`src/sv/tpat_pkg.sv`:
```
// Shared types, constants and status codes for the thermal preset autotune step.
// Used by tpat_csr, tpat_decide and thermal_preset_autotune_step; no dependencies.
package tpat_pkg;

   // Field widths
   localparam int TEMP_W    = 13;
   localparam int FAN_W     = 7;
   localparam int FREQ_W    = 10;
   localparam int VOLT_W    = 11;
   localparam int FREQ_NEW_W = 11;
   localparam int VOLT_NEW_W = 12;

   // Packed stream widths (whole bytes)
   localparam int REQ_DATA_W = 48;
   localparam int RSP_DATA_W = 40;

   // Register port
   localparam int CSR_INDEX_W = 3;
   localparam int CSR_DATA_W  = 11;

   typedef enum logic [CSR_INDEX_W-1:0] {
      REG_ENABLE        = 3'd0,
      REG_PRESET_FREQ   = 3'd1,
      REG_PRESET_VOLT   = 3'd2,
      REG_PRESET_FAN    = 3'd3,
      REG_AUTO_FAN_MODE = 3'd4
   } reg_index_type;

   typedef enum logic [2:0] {
      ST_DISABLED = 3'd0,
      ST_MISSING  = 3'd1,
      ST_IN_BAND  = 3'd2,
      ST_TOO_HOT  = 3'd3,
      ST_TOO_COLD = 3'd4
   } status_type;

   // Temperature band in 1/16 C: 60 C and 65 C
   localparam logic signed [TEMP_W-1:0] TEMP_LOW_Q4  = 13'sd960;
   localparam logic signed [TEMP_W-1:0] TEMP_HIGH_Q4 = 13'sd1040;

   // Fan limits
   localparam logic [FAN_W-1:0] FAN_MAX          = 7'd100;
   localparam logic [FAN_W-1:0] FAN_PRESET_MIN   = 7'd18;
   localparam logic [FAN_W:0]   FAN_RAISE_MARGIN = 8'd5;
   localparam logic [FAN_W:0]   FAN_LOWER_MARGIN = 8'd3;

   // Band factors (percent of preset against 100)
   localparam logic [16:0] FREQ_HOT_BAND  = 17'd95;
   localparam logic [16:0] FREQ_COLD_BAND = 17'd105;
   localparam logic [16:0] FREQ_SCALE     = 17'd100;
   localparam logic [17:0] VOLT_HOT_BAND  = 18'd98;
   localparam logic [17:0] VOLT_COLD_BAND = 18'd102;
   localparam logic [17:0] VOLT_SCALE     = 18'd100;

   // Reciprocal multipliers: freq*49/50 and freq*51/50 as (freq*M) >> 20,
   // volt*499/500 and volt*501/500 as (volt*M) >> 21; exact over the input range.
   localparam int FREQ_SHIFT = 20;
   localparam int VOLT_SHIFT = 21;
   localparam logic [19:0] FREQ_DN_MUL = 20'd1027605;
   localparam logic [20:0] FREQ_UP_MUL = 21'd1069548;
   localparam logic [21:0] VOLT_DN_MUL = 22'd2092958;
   localparam logic [21:0] VOLT_UP_MUL = 22'd2101347;

   typedef struct packed {
      logic              enable;
      logic [FREQ_W-1:0] preset_freq_mhz;
      logic [VOLT_W-1:0] preset_voltage_mv;
      logic [FAN_W-1:0]  preset_fan_percent;
      logic              auto_fan_mode;
   } cfg_type;

   typedef struct packed {
      logic signed [TEMP_W-1:0] temperature_q4;
      logic [FAN_W-1:0]         fan_percent;
      logic [FREQ_W-1:0]        freq_mhz;
      logic [VOLT_W-1:0]        target_voltage_mv;
      logic                     hashrate_nonzero;
      logic                     domain_voltage_nonzero;
   } sample_type;

   typedef struct packed {
      status_type            status;
      logic                  fan_write;
      logic [FAN_W-1:0]      fan_value;
      logic                  freq_write;
      logic [FREQ_NEW_W-1:0] freq_value;
      logic                  volt_write;
      logic [VOLT_NEW_W-1:0] volt_value;
   } result_type;

endpackage

```
`src/sv/tpat_csr.sv`:
```
// Configuration registers of the thermal preset autotune step.
// Depends on tpat_pkg for the register index codes and the cfg_type struct.
module tpat_csr (
   input  logic                             clock,
   input  logic                             reset,
   input  logic                             csr_wr_en,
   input  logic [tpat_pkg::CSR_INDEX_W-1:0] csr_index,
   input  logic [tpat_pkg::CSR_DATA_W-1:0]  csr_wdata,
   output tpat_pkg::cfg_type                cfg
);

   tpat_pkg::cfg_type cfg_ff;
   tpat_pkg::cfg_type cfg_in;

   // Decode the write; unknown indexes drop the word
   always_comb begin
      cfg_in = cfg_ff;
      if (csr_wr_en) begin
         case (csr_index)
            tpat_pkg::REG_ENABLE:
               cfg_in.enable = csr_wdata[0];
            tpat_pkg::REG_PRESET_FREQ:
               cfg_in.preset_freq_mhz = csr_wdata[tpat_pkg::FREQ_W-1:0];
            tpat_pkg::REG_PRESET_VOLT:
               cfg_in.preset_voltage_mv = csr_wdata[tpat_pkg::VOLT_W-1:0];
            tpat_pkg::REG_PRESET_FAN:
               cfg_in.preset_fan_percent = csr_wdata[tpat_pkg::FAN_W-1:0];
            tpat_pkg::REG_AUTO_FAN_MODE:
               cfg_in.auto_fan_mode = csr_wdata[0];
            default: ;
         endcase
      end
   end

   // Hold the registers; autotuning comes up enabled
   always_ff @(posedge clock) begin
      if (reset) begin
         cfg_ff.enable             <= 1'b1;
         cfg_ff.preset_freq_mhz    <= '0;
         cfg_ff.preset_voltage_mv  <= '0;
         cfg_ff.preset_fan_percent <= '0;
         cfg_ff.auto_fan_mode      <= 1'b0;
      end else begin
         cfg_ff <= cfg_in;
      end
   end

   assign cfg = cfg_ff;

endmodule

```
`src/sv/tpat_decide.sv`:
```
// Decision logic for one telemetry sample: status, fan, frequency and voltage.
// Depends on tpat_pkg for constants, status codes and the sample/result structs.
module tpat_decide (
   input  tpat_pkg::cfg_type    cfg,
   input  tpat_pkg::sample_type sample,
   output tpat_pkg::result_type result
);

   logic signed [tpat_pkg::TEMP_W-1:0] temp;
   logic                               missing;
   logic                               hot;
   logic                               cold;

   logic [tpat_pkg::FAN_W:0]   fan_ext;
   logic [tpat_pkg::FAN_W:0]   preset_fan_ext;
   logic [tpat_pkg::FAN_W:0]   fan_inc;
   logic                       fan_raise;
   logic                       fan_lower;
   logic [tpat_pkg::FAN_W-1:0] fan_up_value;
   logic [tpat_pkg::FAN_W-1:0] fan_dn_value;

   logic [16:0] freq_preset_hot;
   logic [16:0] freq_preset_cold;
   logic [16:0] freq_cur;
   logic [17:0] volt_preset_hot;
   logic [17:0] volt_preset_cold;
   logic [17:0] volt_cur;

   logic [29:0] freq_dn_prod;
   logic [30:0] freq_up_prod;
   logic [32:0] volt_dn_prod;
   logic [32:0] volt_up_prod;

   assign temp    = sample.temperature_q4;
   assign missing = (!sample.hashrate_nonzero || (sample.freq_mhz == '0) ||
                     !sample.domain_voltage_nonzero) && (temp < tpat_pkg::TEMP_HIGH_Q4);
   assign hot     = temp > tpat_pkg::TEMP_HIGH_Q4;
   assign cold    = temp < tpat_pkg::TEMP_LOW_Q4;

   // Fan step: raise near the preset, lower only with a high enough preset
   assign fan_ext        = {1'b0, sample.fan_percent};
   assign preset_fan_ext = {1'b0, cfg.preset_fan_percent};
   assign fan_inc        = fan_ext + 8'd1;
   assign fan_raise      = !cfg.auto_fan_mode &&
                           (fan_ext <= preset_fan_ext + tpat_pkg::FAN_RAISE_MARGIN);
   assign fan_lower      = !cfg.auto_fan_mode &&
                           (cfg.preset_fan_percent >= tpat_pkg::FAN_PRESET_MIN) &&
                           (fan_ext + tpat_pkg::FAN_LOWER_MARGIN >= preset_fan_ext);
   assign fan_up_value   = (fan_inc > {1'b0, tpat_pkg::FAN_MAX}) ? tpat_pkg::FAN_MAX
                                                                 : fan_inc[tpat_pkg::FAN_W-1:0];
   assign fan_dn_value   = sample.fan_percent - 7'd1;

   // Band checks as cross-multiplications against the preset
   assign freq_preset_hot  = 17'(cfg.preset_freq_mhz) * tpat_pkg::FREQ_HOT_BAND;
   assign freq_preset_cold = 17'(cfg.preset_freq_mhz) * tpat_pkg::FREQ_COLD_BAND;
   assign freq_cur         = 17'(sample.freq_mhz) * tpat_pkg::FREQ_SCALE;
   assign volt_preset_hot  = 18'(cfg.preset_voltage_mv) * tpat_pkg::VOLT_HOT_BAND;
   assign volt_preset_cold = 18'(cfg.preset_voltage_mv) * tpat_pkg::VOLT_COLD_BAND;
   assign volt_cur         = 18'(sample.target_voltage_mv) * tpat_pkg::VOLT_SCALE;

   // Scaled values through reciprocal multipliers
   assign freq_dn_prod = 30'(sample.freq_mhz) * 30'(tpat_pkg::FREQ_DN_MUL);
   assign freq_up_prod = 31'(sample.freq_mhz) * 31'(tpat_pkg::FREQ_UP_MUL);
   assign volt_dn_prod = 33'(sample.target_voltage_mv) * 33'(tpat_pkg::VOLT_DN_MUL);
   assign volt_up_prod = 33'(sample.target_voltage_mv) * 33'(tpat_pkg::VOLT_UP_MUL);

   // Pick the status and the writes; values stay zero without their write
   always_comb begin
      result = '0;
      if (!cfg.enable) begin
         result.status = tpat_pkg::ST_DISABLED;
      end else if (missing) begin
         result.status = tpat_pkg::ST_MISSING;
      end else if (hot) begin
         result.status = tpat_pkg::ST_TOO_HOT;
         if (fan_raise) begin
            result.fan_write = 1'b1;
            result.fan_value = fan_up_value;
         end else begin
            if (freq_preset_hot <= freq_cur) begin
               result.freq_write = 1'b1;
               result.freq_value = 11'(freq_dn_prod[29:tpat_pkg::FREQ_SHIFT]);
            end
            if (volt_preset_hot <= volt_cur) begin
               result.volt_write = 1'b1;
               result.volt_value = volt_dn_prod[32:tpat_pkg::VOLT_SHIFT];
            end
         end
      end else if (cold) begin
         result.status = tpat_pkg::ST_TOO_COLD;
         if (fan_lower) begin
            result.fan_write = 1'b1;
            result.fan_value = fan_dn_value;
         end else begin
            if (freq_preset_cold >= freq_cur) begin
               result.freq_write = 1'b1;
               result.freq_value = freq_up_prod[30:tpat_pkg::FREQ_SHIFT];
            end
            if (volt_preset_cold >= volt_cur) begin
               result.volt_write = 1'b1;
               result.volt_value = volt_up_prod[32:tpat_pkg::VOLT_SHIFT];
            end
         end
      end else begin
         result.status = tpat_pkg::ST_IN_BAND;
      end
   end

endmodule

```
`src/sv/thermal_preset_autotune_step.sv`:
```
// Top level of the thermal preset autotune step: input register, decision, result register.
// Depends on tpat_pkg, tpat_csr and tpat_decide.
//
//   channel  | direction | word
//   req_*    | in        | one telemetry sample
//   rsp_*    | out       | one adjustment decision per sample
//   csr_*    | in        | register write, no read-back
//
// One sample per cycle sustained while rsp_tready stays high. A word accepted into the input
// register passes through the decision into the result register, which raises rsp_tvalid;
// req accept and rsp accept are separated by the input register and the result register.
// Reset (synchronous, active high) empties both stages and loads the register defaults.
// A stalled rsp holds its word; the input stage still takes a word while the
// result register is waiting if the input stage itself is empty.
module thermal_preset_autotune_step (
   input  logic                             clock,
   input  logic                             reset,
   // temperature_q4[12:0], fan_percent[19:13], freq_mhz[29:20],
   // target_voltage_mv[40:30], hashrate_nonzero[41], domain_voltage_nonzero[42]
   input  logic [tpat_pkg::REQ_DATA_W-1:0]  req_tdata,
   input  logic                             req_tvalid,
   output logic                             req_tready,
   // status[2:0], fan_write[3], fan_value[10:4], freq_write[11], freq_value[22:12],
   // volt_write[23], volt_value[35:24]
   output logic [tpat_pkg::RSP_DATA_W-1:0]  rsp_tdata,
   output logic                             rsp_tvalid,
   input  logic                             rsp_tready,
   input  logic                             csr_wr_en,
   input  logic [tpat_pkg::CSR_INDEX_W-1:0] csr_index,
   input  logic [tpat_pkg::CSR_DATA_W-1:0]  csr_wdata
);

   tpat_pkg::cfg_type    cfg;
   tpat_pkg::sample_type req_sample;
   tpat_pkg::sample_type sample_ff;
   tpat_pkg::result_type result;
   tpat_pkg::result_type result_ff;

   logic in_valid_ff;
   logic in_valid_in;
   logic out_valid_ff;
   logic out_valid_in;
   logic out_free;
   logic advance;
   logic req_take;

   tpat_csr u_csr (
      .clock     (clock),
      .reset     (reset),
      .csr_wr_en (csr_wr_en),
      .csr_index (csr_index),
      .csr_wdata (csr_wdata),
      .cfg       (cfg)
   );

   // Unpack the request word
   assign req_sample.temperature_q4         = req_tdata[12:0];
   assign req_sample.fan_percent            = req_tdata[19:13];
   assign req_sample.freq_mhz               = req_tdata[29:20];
   assign req_sample.target_voltage_mv      = req_tdata[40:30];
   assign req_sample.hashrate_nonzero       = req_tdata[41];
   assign req_sample.domain_voltage_nonzero = req_tdata[42];

   // Handshake: advance when the result register is empty or being drained
   assign out_free   = !out_valid_ff || rsp_tready;
   assign advance    = in_valid_ff && out_free;
   assign req_tready = !in_valid_ff || out_free;
   assign req_take   = req_tvalid && req_tready;

   always_comb begin
      in_valid_in = in_valid_ff;
      if (req_take) begin
         in_valid_in = 1'b1;
      end else if (advance) begin
         in_valid_in = 1'b0;
      end
   end

   always_comb begin
      out_valid_in = out_valid_ff;
      if (advance) begin
         out_valid_in = 1'b1;
      end else if (rsp_tready) begin
         out_valid_in = 1'b0;
      end
   end

   tpat_decide u_decide (
      .cfg    (cfg),
      .sample (sample_ff),
      .result (result)
   );

   // Valid flags
   always_ff @(posedge clock) begin
      if (reset) begin
         in_valid_ff  <= 1'b0;
         out_valid_ff <= 1'b0;
      end else begin
         in_valid_ff  <= in_valid_in;
         out_valid_ff <= out_valid_in;
      end
   end

   // Payload registers: load on accept, hold otherwise
   always_ff @(posedge clock) begin
      if (req_take) begin
         sample_ff <= req_sample;
      end
      if (advance) begin
         result_ff <= result;
      end
   end

   // Pack the response word
   assign rsp_tvalid       = out_valid_ff;
   assign rsp_tdata[2:0]   = result_ff.status;
   assign rsp_tdata[3]     = result_ff.fan_write;
   assign rsp_tdata[10:4]  = result_ff.fan_value;
   assign rsp_tdata[11]    = result_ff.freq_write;
   assign rsp_tdata[22:12] = result_ff.freq_value;
   assign rsp_tdata[23]    = result_ff.volt_write;
   assign rsp_tdata[35:24] = result_ff.volt_value;
   assign rsp_tdata[39:36] = 4'd0;

endmodule
```
`config.mk`:
```
export PLATFORM = sky130hd
export DESIGN_NAME = thermal_preset_autotune_step
export DESIGN_NICKNAME = d
export VERILOG_FILES = /design/src/sv/tpat_pkg.sv /design/src/sv/tpat_csr.sv /design/src/sv/tpat_decide.sv /design/src/sv/thermal_preset_autotune_step.sv
export SDC_FILE = /design/constraint.sdc
export NUM_CORES = 1
export LEC_CHECK = 0
export ABC_AREA = 1
export ABC_CLOCK_PERIOD_IN_PS = 5300
export BUFFER_PORTS_ARGS = -buffer_cell sky130_fd_sc_hd__buf_2
export CORE_ASPECT_RATIO = 1.5
export CORE_MARGIN = 4
export CORE_UTILIZATION = 40
export CTS_CLUSTER_DIAMETER = 60
export DETAILED_ROUTE_END_ITERATION = 8
export PLACE_DENSITY = 0.69
export SYNTH_ARGS = -nofsm -noshare
export SYNTH_HDL_FRONTEND = slang
export SYNTH_SLANG_ARGS = --single-unit
```
`constraint.sdc`:
```
create_clock -name clock -period 5.3 [get_ports clock]
set_input_delay 0.265 -clock clock [delete_from_list [all_inputs] [get_ports clock]]
set_output_delay 0.265 -clock clock [all_outputs]
set_load 0.05 [all_outputs]
```
# Word-level counts from Yosys, hierarchy flattened
# Index checks and enable logic that the tools add are counted.
# W data, S select, Z words.
# totals
word_cells,95
n_memories,0
out_inout_bits,42
rom_bits,0
latch_bits,0
inputBits,67
mem_bits_rw,0
reg_bits,111
# classes
bitwise_logic,1
muxes,17
n_div,0
addsub,4
n_lt_le_gt_ge,11
n_reduce_logical,26
n_shift,0
mul,10
n_eq_ne,4
# ops
cell,n
$mux W25,2
$mux W35,1
$mul A10 B7 Y17 const B,2
$mul A11 B6 Y17 const B,2
$mul A11 B22 Y33 const B,1
$mux W33,1
$mul A11 B20 Y31 const B,1
$mul A10 B20 Y30 const B,1
$mul A10 B19 Y29 const B,1
$mux W13,2
$mux W12,2
$ge A18 B18 Y1,1
$le A18 B18 Y1,1
$ge A17 B17 Y1,1
$le A17 B17 Y1,1
$mul A11 B5 Y16 const B,1
$mux W8,2
$mul A10 B5 Y15 const B,1
$gt A13 B12 Y1 const B,1
$lt A13 B11 Y1 const B,1
$lt A13 B12 Y1 const B,1
$logic_not A10 Y1,1
$reduce_and A2 Y1,5
$add A7 B1 Y8 const B,1
other kinds (21),39

# Depth between registers and ports, before layout
# logic_depth
word_depth,7
mapped_depth,28
depth_no_buf,28

# Cells and area by module
# From an unflattened synthesis, not the netlist that was laid out.
# unflattened
cells_unflattened,3675
area_unflattened_um2,27326.2
# modules_own_cells
mod,n_inst,area_each_um2,seq_area_each_um2,cells_per_inst
tpat_decide,1,23558.8,0.0,3391
thermal_preset_autotune_step,1,2497.4,2412.3,96
tpat_csr,1,1270.0,600.6,188

# Worst setup path after synthesis
# OpenSTA, ideal clock, no wires.
# synth_path
path_type,flip-flop to flip-flop
from,register u_csr.cfg_ff (netlist bit u_csr.cfg[24])
to,"register result_ff (netlist bit rsp_tdata[17]), data pin"
path_slack_ns,0.022
period_less_slack_ns,5.278
stages_incl_launch_ff,26
arrival_time_ns,5.012
path_buffers,0
setup_ns,0.266
t_required_ns,5.034
path_cell_list,dfxtp_1 -> inv_1 -> fa_1 -> inv_1 -> ha_1 -> fa_1 -> inv_1 -> fa_1 -> inv_1 -> ha_1 -> a21oi_1 -> a21boi_0 -> o21ai_0 -> a21oi_1 -> o21ai_0 -> xor2_1 -> ha_1 -> nand4_1 -> nor3_1 -> nand2_1 -> nand2_1 -> nand2_1 -> nand3_2 -> nor2_1 -> nor2_1 -> nor2_1
# synth_between
elab_chain_cells,6
word_cells_on_any_way,10
cone_classes,2 x mul; 2 x order compare; 6 x mux
# synth_rtl
element,line,text
"start, declared",tpat_csr.sv:12,tpat_pkg::cfg_type cfg_ff;
"start signal, assigned",tpat_csr.sv:44,cfg_ff <= cfg_in;
$mul A10 B7 Y17,tpat_decide.sv:55,assign freq_preset_cold = 17'(cfg.preset_freq_mhz) * tpat_pkg::FREQ_COLD_BAND;
$ge A17 B17 Y1,tpat_decide.sv:95,if (freq_preset_cold >= freq_cur) begin
$mux W12,tpat_decide.sv:95,
$mux W25,tpat_decide.sv:91,if (fan_lower) begin
$mux W33,tpat_decide.sv:89,end else if (cold) begin
$mux W35 *,tpat_decide.sv:74,end else if (hot) begin
"end signal, assigned",thermal_preset_autotune_step.sv:111,result_ff <= result;
"end, declared",thermal_preset_autotune_step.sv:37,tpat_pkg::result_type result_ff;
# Every way passes the cells marked *; elsewhere a longest branch is shown, timed or not.
# A chain may end at the register's enable or synchronous reset.

# Final worst setup path
# layout_path
from,register u_csr.cfg_ff (netlist bit u_csr.cfg[23])
to,"register result_ff (netlist bit rsp_tdata[16]), data pin"
# The elaborated chain is that of the path after synthesis.

==> key figures <==
Run status
  – Status: finished, final reports clean

Route
  – Drt pass-1 iters: 5
  – Via-per-instance ratio: 5.099
  – Vias: 23033
  – Drt wl/cell: 17.82 um
  – Drt first-iter violations: 1067
  – Drt total wl: 80490 um
  – Post-route ant nets: 0
  – DR DRC count: 0

Die
  – Die H: 322.1 um
  – # IOs: 109
  – Initial core utilization: 0.4063
  – Core ar.: 64760 um^2
  – DIE AREA: 70020 um^2
  – Site Rows: 114
  – Die width: 217.4 um

Synth
  – Largest family of logic cells by synthesized area: adder cells
  – Post-Synth XOR/XNOR Area: 0.03096
  – Area fraction of the dominant cell type after synthesis: 0.2644
  – Netlist Area Pre-Place: 26310 um^2
  – Avg Cell Area, Syn: 7.798 um^2
  – Post-synthesis sequential area ratio: 0.1145
  – Synth warnings: 0
  – #FFs+latches synth: 111
  – Ys flop type: edfxtp_1
  – Netlist cell types: 44
  – Area share of fa/ha/maj cells after synthesis: 0.4714
  – Largest area contributor in the netlist: ha_1
  – Async SR Flop Fraction: 0
  – Multiplexer share of the synthesized area: 0
  – Post-synth EDFFs: 79
  – Compound-Gate Fraction of Synth Area: 0.08727
  – Synth area leaders: ha_1 26%, fa_1 21%, inv_1 11%
  – Simple-gate share of the synthesized area: 0.1817
  – Cells after Synth: 3374

Clock tree
  – Hold Buf Count CTS: 0
  – CTS tree: done
  – Clock-pin slew on the worst setup and hold paths: 0.09 ns
  – Clk_lat worst skew: 0.42 ns
  – Clock sinks: 111
  – Clk root buf: clkbuf_16
  – # H-tree levels: 3
  – CTS Buf Count: 9
  – Clock Tree Buf Depth: 2

Cells and area
  – Fraction of layout cells with a size suffix above 1: 0.1166
  – Multi-input gate area: 20990 um^2
  – Final nets: 4534
  – Fill count: 6420
  – Finished Layout Cells: 4517
  – Synthesis-to-layout area growth: 14.52%
  – Sequential cell area: 3024 um^2

STA
  – Slew Limit Fails: 0
  – Setup repair after global routing missed its margin: yes
  – Tcrit/Tclk final: 0.9843
  – Final setup margin: 0.08341 ns
  – Final setup fails: 0
  – Fin. Hold Viols: 0
  – Post-layout min period: 5.217 ns
  – Worst slew pin tran: 1.085 ns
  – Relative slew slack: 0.2767
  – Clock Skew: 0.01934 ns
  – Fmax: 191.7 MHz

Worst setup path
  – Reg-to-reg endpoint: rsp_tdata[16]
  – Reg2reg start: u_csr.cfg[23]
  – Worst EP required: 5.58 ns
  – Worst setup SP type: flip-flop
  – Reg2reg path depth: 23
  – CP Max Fanout: 5
  – Crit path kind: flip-flop to flip-flop
  – Number of buffers and inverters on the critical path: 3
  – Worst EP arrival: 5.49 ns
  – Slowest stage delay, CP: 0.58 ns
  – Worst setup EP type: flip-flop
  – Slowest-stage cell, CP: fa_1
  – R2r setup slk: 0.08 ns
  – Most used cell, CP: fa_1
  – Worst path top cell family by delay: adder cells
  – CP Cell Sequence: inv_4, fa_1, fa_1, fa_1, inv_2, fa_1, ha_4, a21oi_4, o21ai_2, a21oi_2, o21ai_2, buf_4, xor2_1, ha_1, a21oi_1, o21ai_0, a21oi_1, nand2_2, nand2_4, nand3_4, nor2_1, nor2_1, nor2_1

Hold path
  – Hold Crit Start: req_tdata[3]
  – Hold endpoint: sample_ff[33]
  – Type of the tightest min-delay check: primary input to flip-flop
  – Worst hold path cell count: 1

Place
  – Placer Congestion: 0.9928
  – Place WS: -0.2390 ns
  – Placed Cells: 4481
  – Number of I/O port buffers: 99
  – Hpwl dp: 69070 um

Global route
  – Vias in the first global route: 24217
  – Number of antenna violations at the first check in global routing: 3
  – First-pass GRT wire length: 125200 um
  – Total track usage: 0.2308
  – Largest net degree at the start of global routing: 44
  – GR Overflow Total: 0

Pwr
  – Maximum vdd drop: 0.8357 mV
  – Leak pwr: 0.01653 uW
  – Power per cell area: 499.6 nW/um^2

Job
  – Max_cap viols: 0
[logic make-up after synthesis]
| logic type | after synthesis |
|---|---|
| DFF | 111 |
| other | 1 |
| xor gates and xnor gates | 93 |
| AOI/OAI and AO/OA | 417 |
| adders and majority gates | 828 |
| buffers and inverters | 795 |
| and+or+nand+nor | 1129 |
[cells in the final DEF (no fill, tap or decap), types with 10 or more instances in the layout]
cell type and n:
nand3b_1 12, xnor2_1 25, inv_2 10, nand4_1 60, o21ai_1 13, ha_4 21
o21bai_1 26, a21oi_2 14, fa_1 267, dfxtp_1 27, nor2_2 15, nor3_1 41
ha_1 531, buf_2 99, nand3_1 115, nand2_2 20, nor2_4 11, nor2_1 239
buf_4 155, inv_1 769, nand2_1 583, o21ai_0 95, edfxtp_1 79, a21oi_1 199
xor2_1 67, a21o_1 13
[power by group]
group / switching [uW] / internal, uW
clock network: 423 / 335
registers: 44.5 / 1020
logic: 8310 / 4920
[stage by stage]
stage | setup TNS, ns | util | hold slack (ns) | power [uW] | instance area, um^2
global placement | -0.8333 | 0.4476 | 0.4417 | 13050 | 28990
finish | 0 | 0.4653 | 0.02092 | 15050 | 30130
global route | -1.992 | 0.4652 | 0.01093 | 16730 | 30120
CTS | 0 | 0.4539 | 0.0002942 | 14020 | 29390
detailed placement | -1.955 | 0.4476 | 0.4431 | 13130 | 28990
floorplan | 0 | - | 0.3341 | 9172 | 26320
[cells in the mapped netlist, types with 3 or more instances]
cell type / count
nand2_1: 602
nor4_1: 6
inv_1: 779
nand3b_1: 12
nor2_1: 257
dfxtp_1: 32
or2_2: 5
o21a_1: 9
a21o_1: 13
clkbuf_1: 9
a31oi_1: 8
nand4_1: 60
edfxtp_1: 79
o31ai_1: 8
nor3_1: 45
xnor2_1: 25
o21ai_0: 110
a21oi_1: 217
ha_1: 556
nand2_2: 4
nor2_4: 5
and2_1: 3
inv_2: 3
buf_4: 4
nand3_1: 118
xor2_1: 68
o2111ai_1: 5
nor2_2: 3
fa_1: 272
o21bai_1: 26
a21boi_0: 9
o21ai_1: 5
[area by class of cell]
| cell class | instances | share of cell area |
|---|---|---|
| Timing Repair Buffer | 262 | 0.05893 |
| Clock buffer | 9 | 0.007475 |
| Sequential cell | 111 | 0.1004 |
| Tap cell | 870 | 0.03613 |
| Multi-Input combinational cell | 2473 | 0.6966 |
| Inverter | 782 | 0.09771 |
| Clock inverter | 7 | 0.002492 |
| Antenna cell | 3 | 0.0002492 |
[metal layers]
layer,up-vias,GRT usage,share of wire
met3,263,0.02152,0.037
li1,11318,-,-
met4,0,0.1507,0.080
met2,645,0.4434,0.53
met1,10807,0.2359,0.36
met5,-,0,0
[flip-flops by register name, summed over array words and instances (netlist names)]
register,flops
rsp_tdata,36
rsp_tvalid,1
in_valid_ff,1
u_csr.cfg,30
sample_ff,43
[worst max path at each step]
stage | start | end | depth (start not counted)
after floorplan | u_csr.cfg[24] | rsp_tdata[17] | 25
after global placement | u_csr.cfg[23] | rsp_tdata[17] | 27
after detailed placement | u_csr.cfg[23] | rsp_tdata[21] | 27
after CTS | sample_ff[5] | rsp_tdata[30] | 22
after global routing | u_csr.cfg[23] | rsp_tdata[18] | 23
final | u_csr.cfg[23] | rsp_tdata[16] | 23
[repair_timing]
action,CTS,global route
endpoints found under the setup margin,19,25
pin swaps,6,74
gates cloned,2,0
hold endpoints to repair,0,0
setup buffers,1,14
resized for setup,17,149
Power figures use the tool's default switching activity.
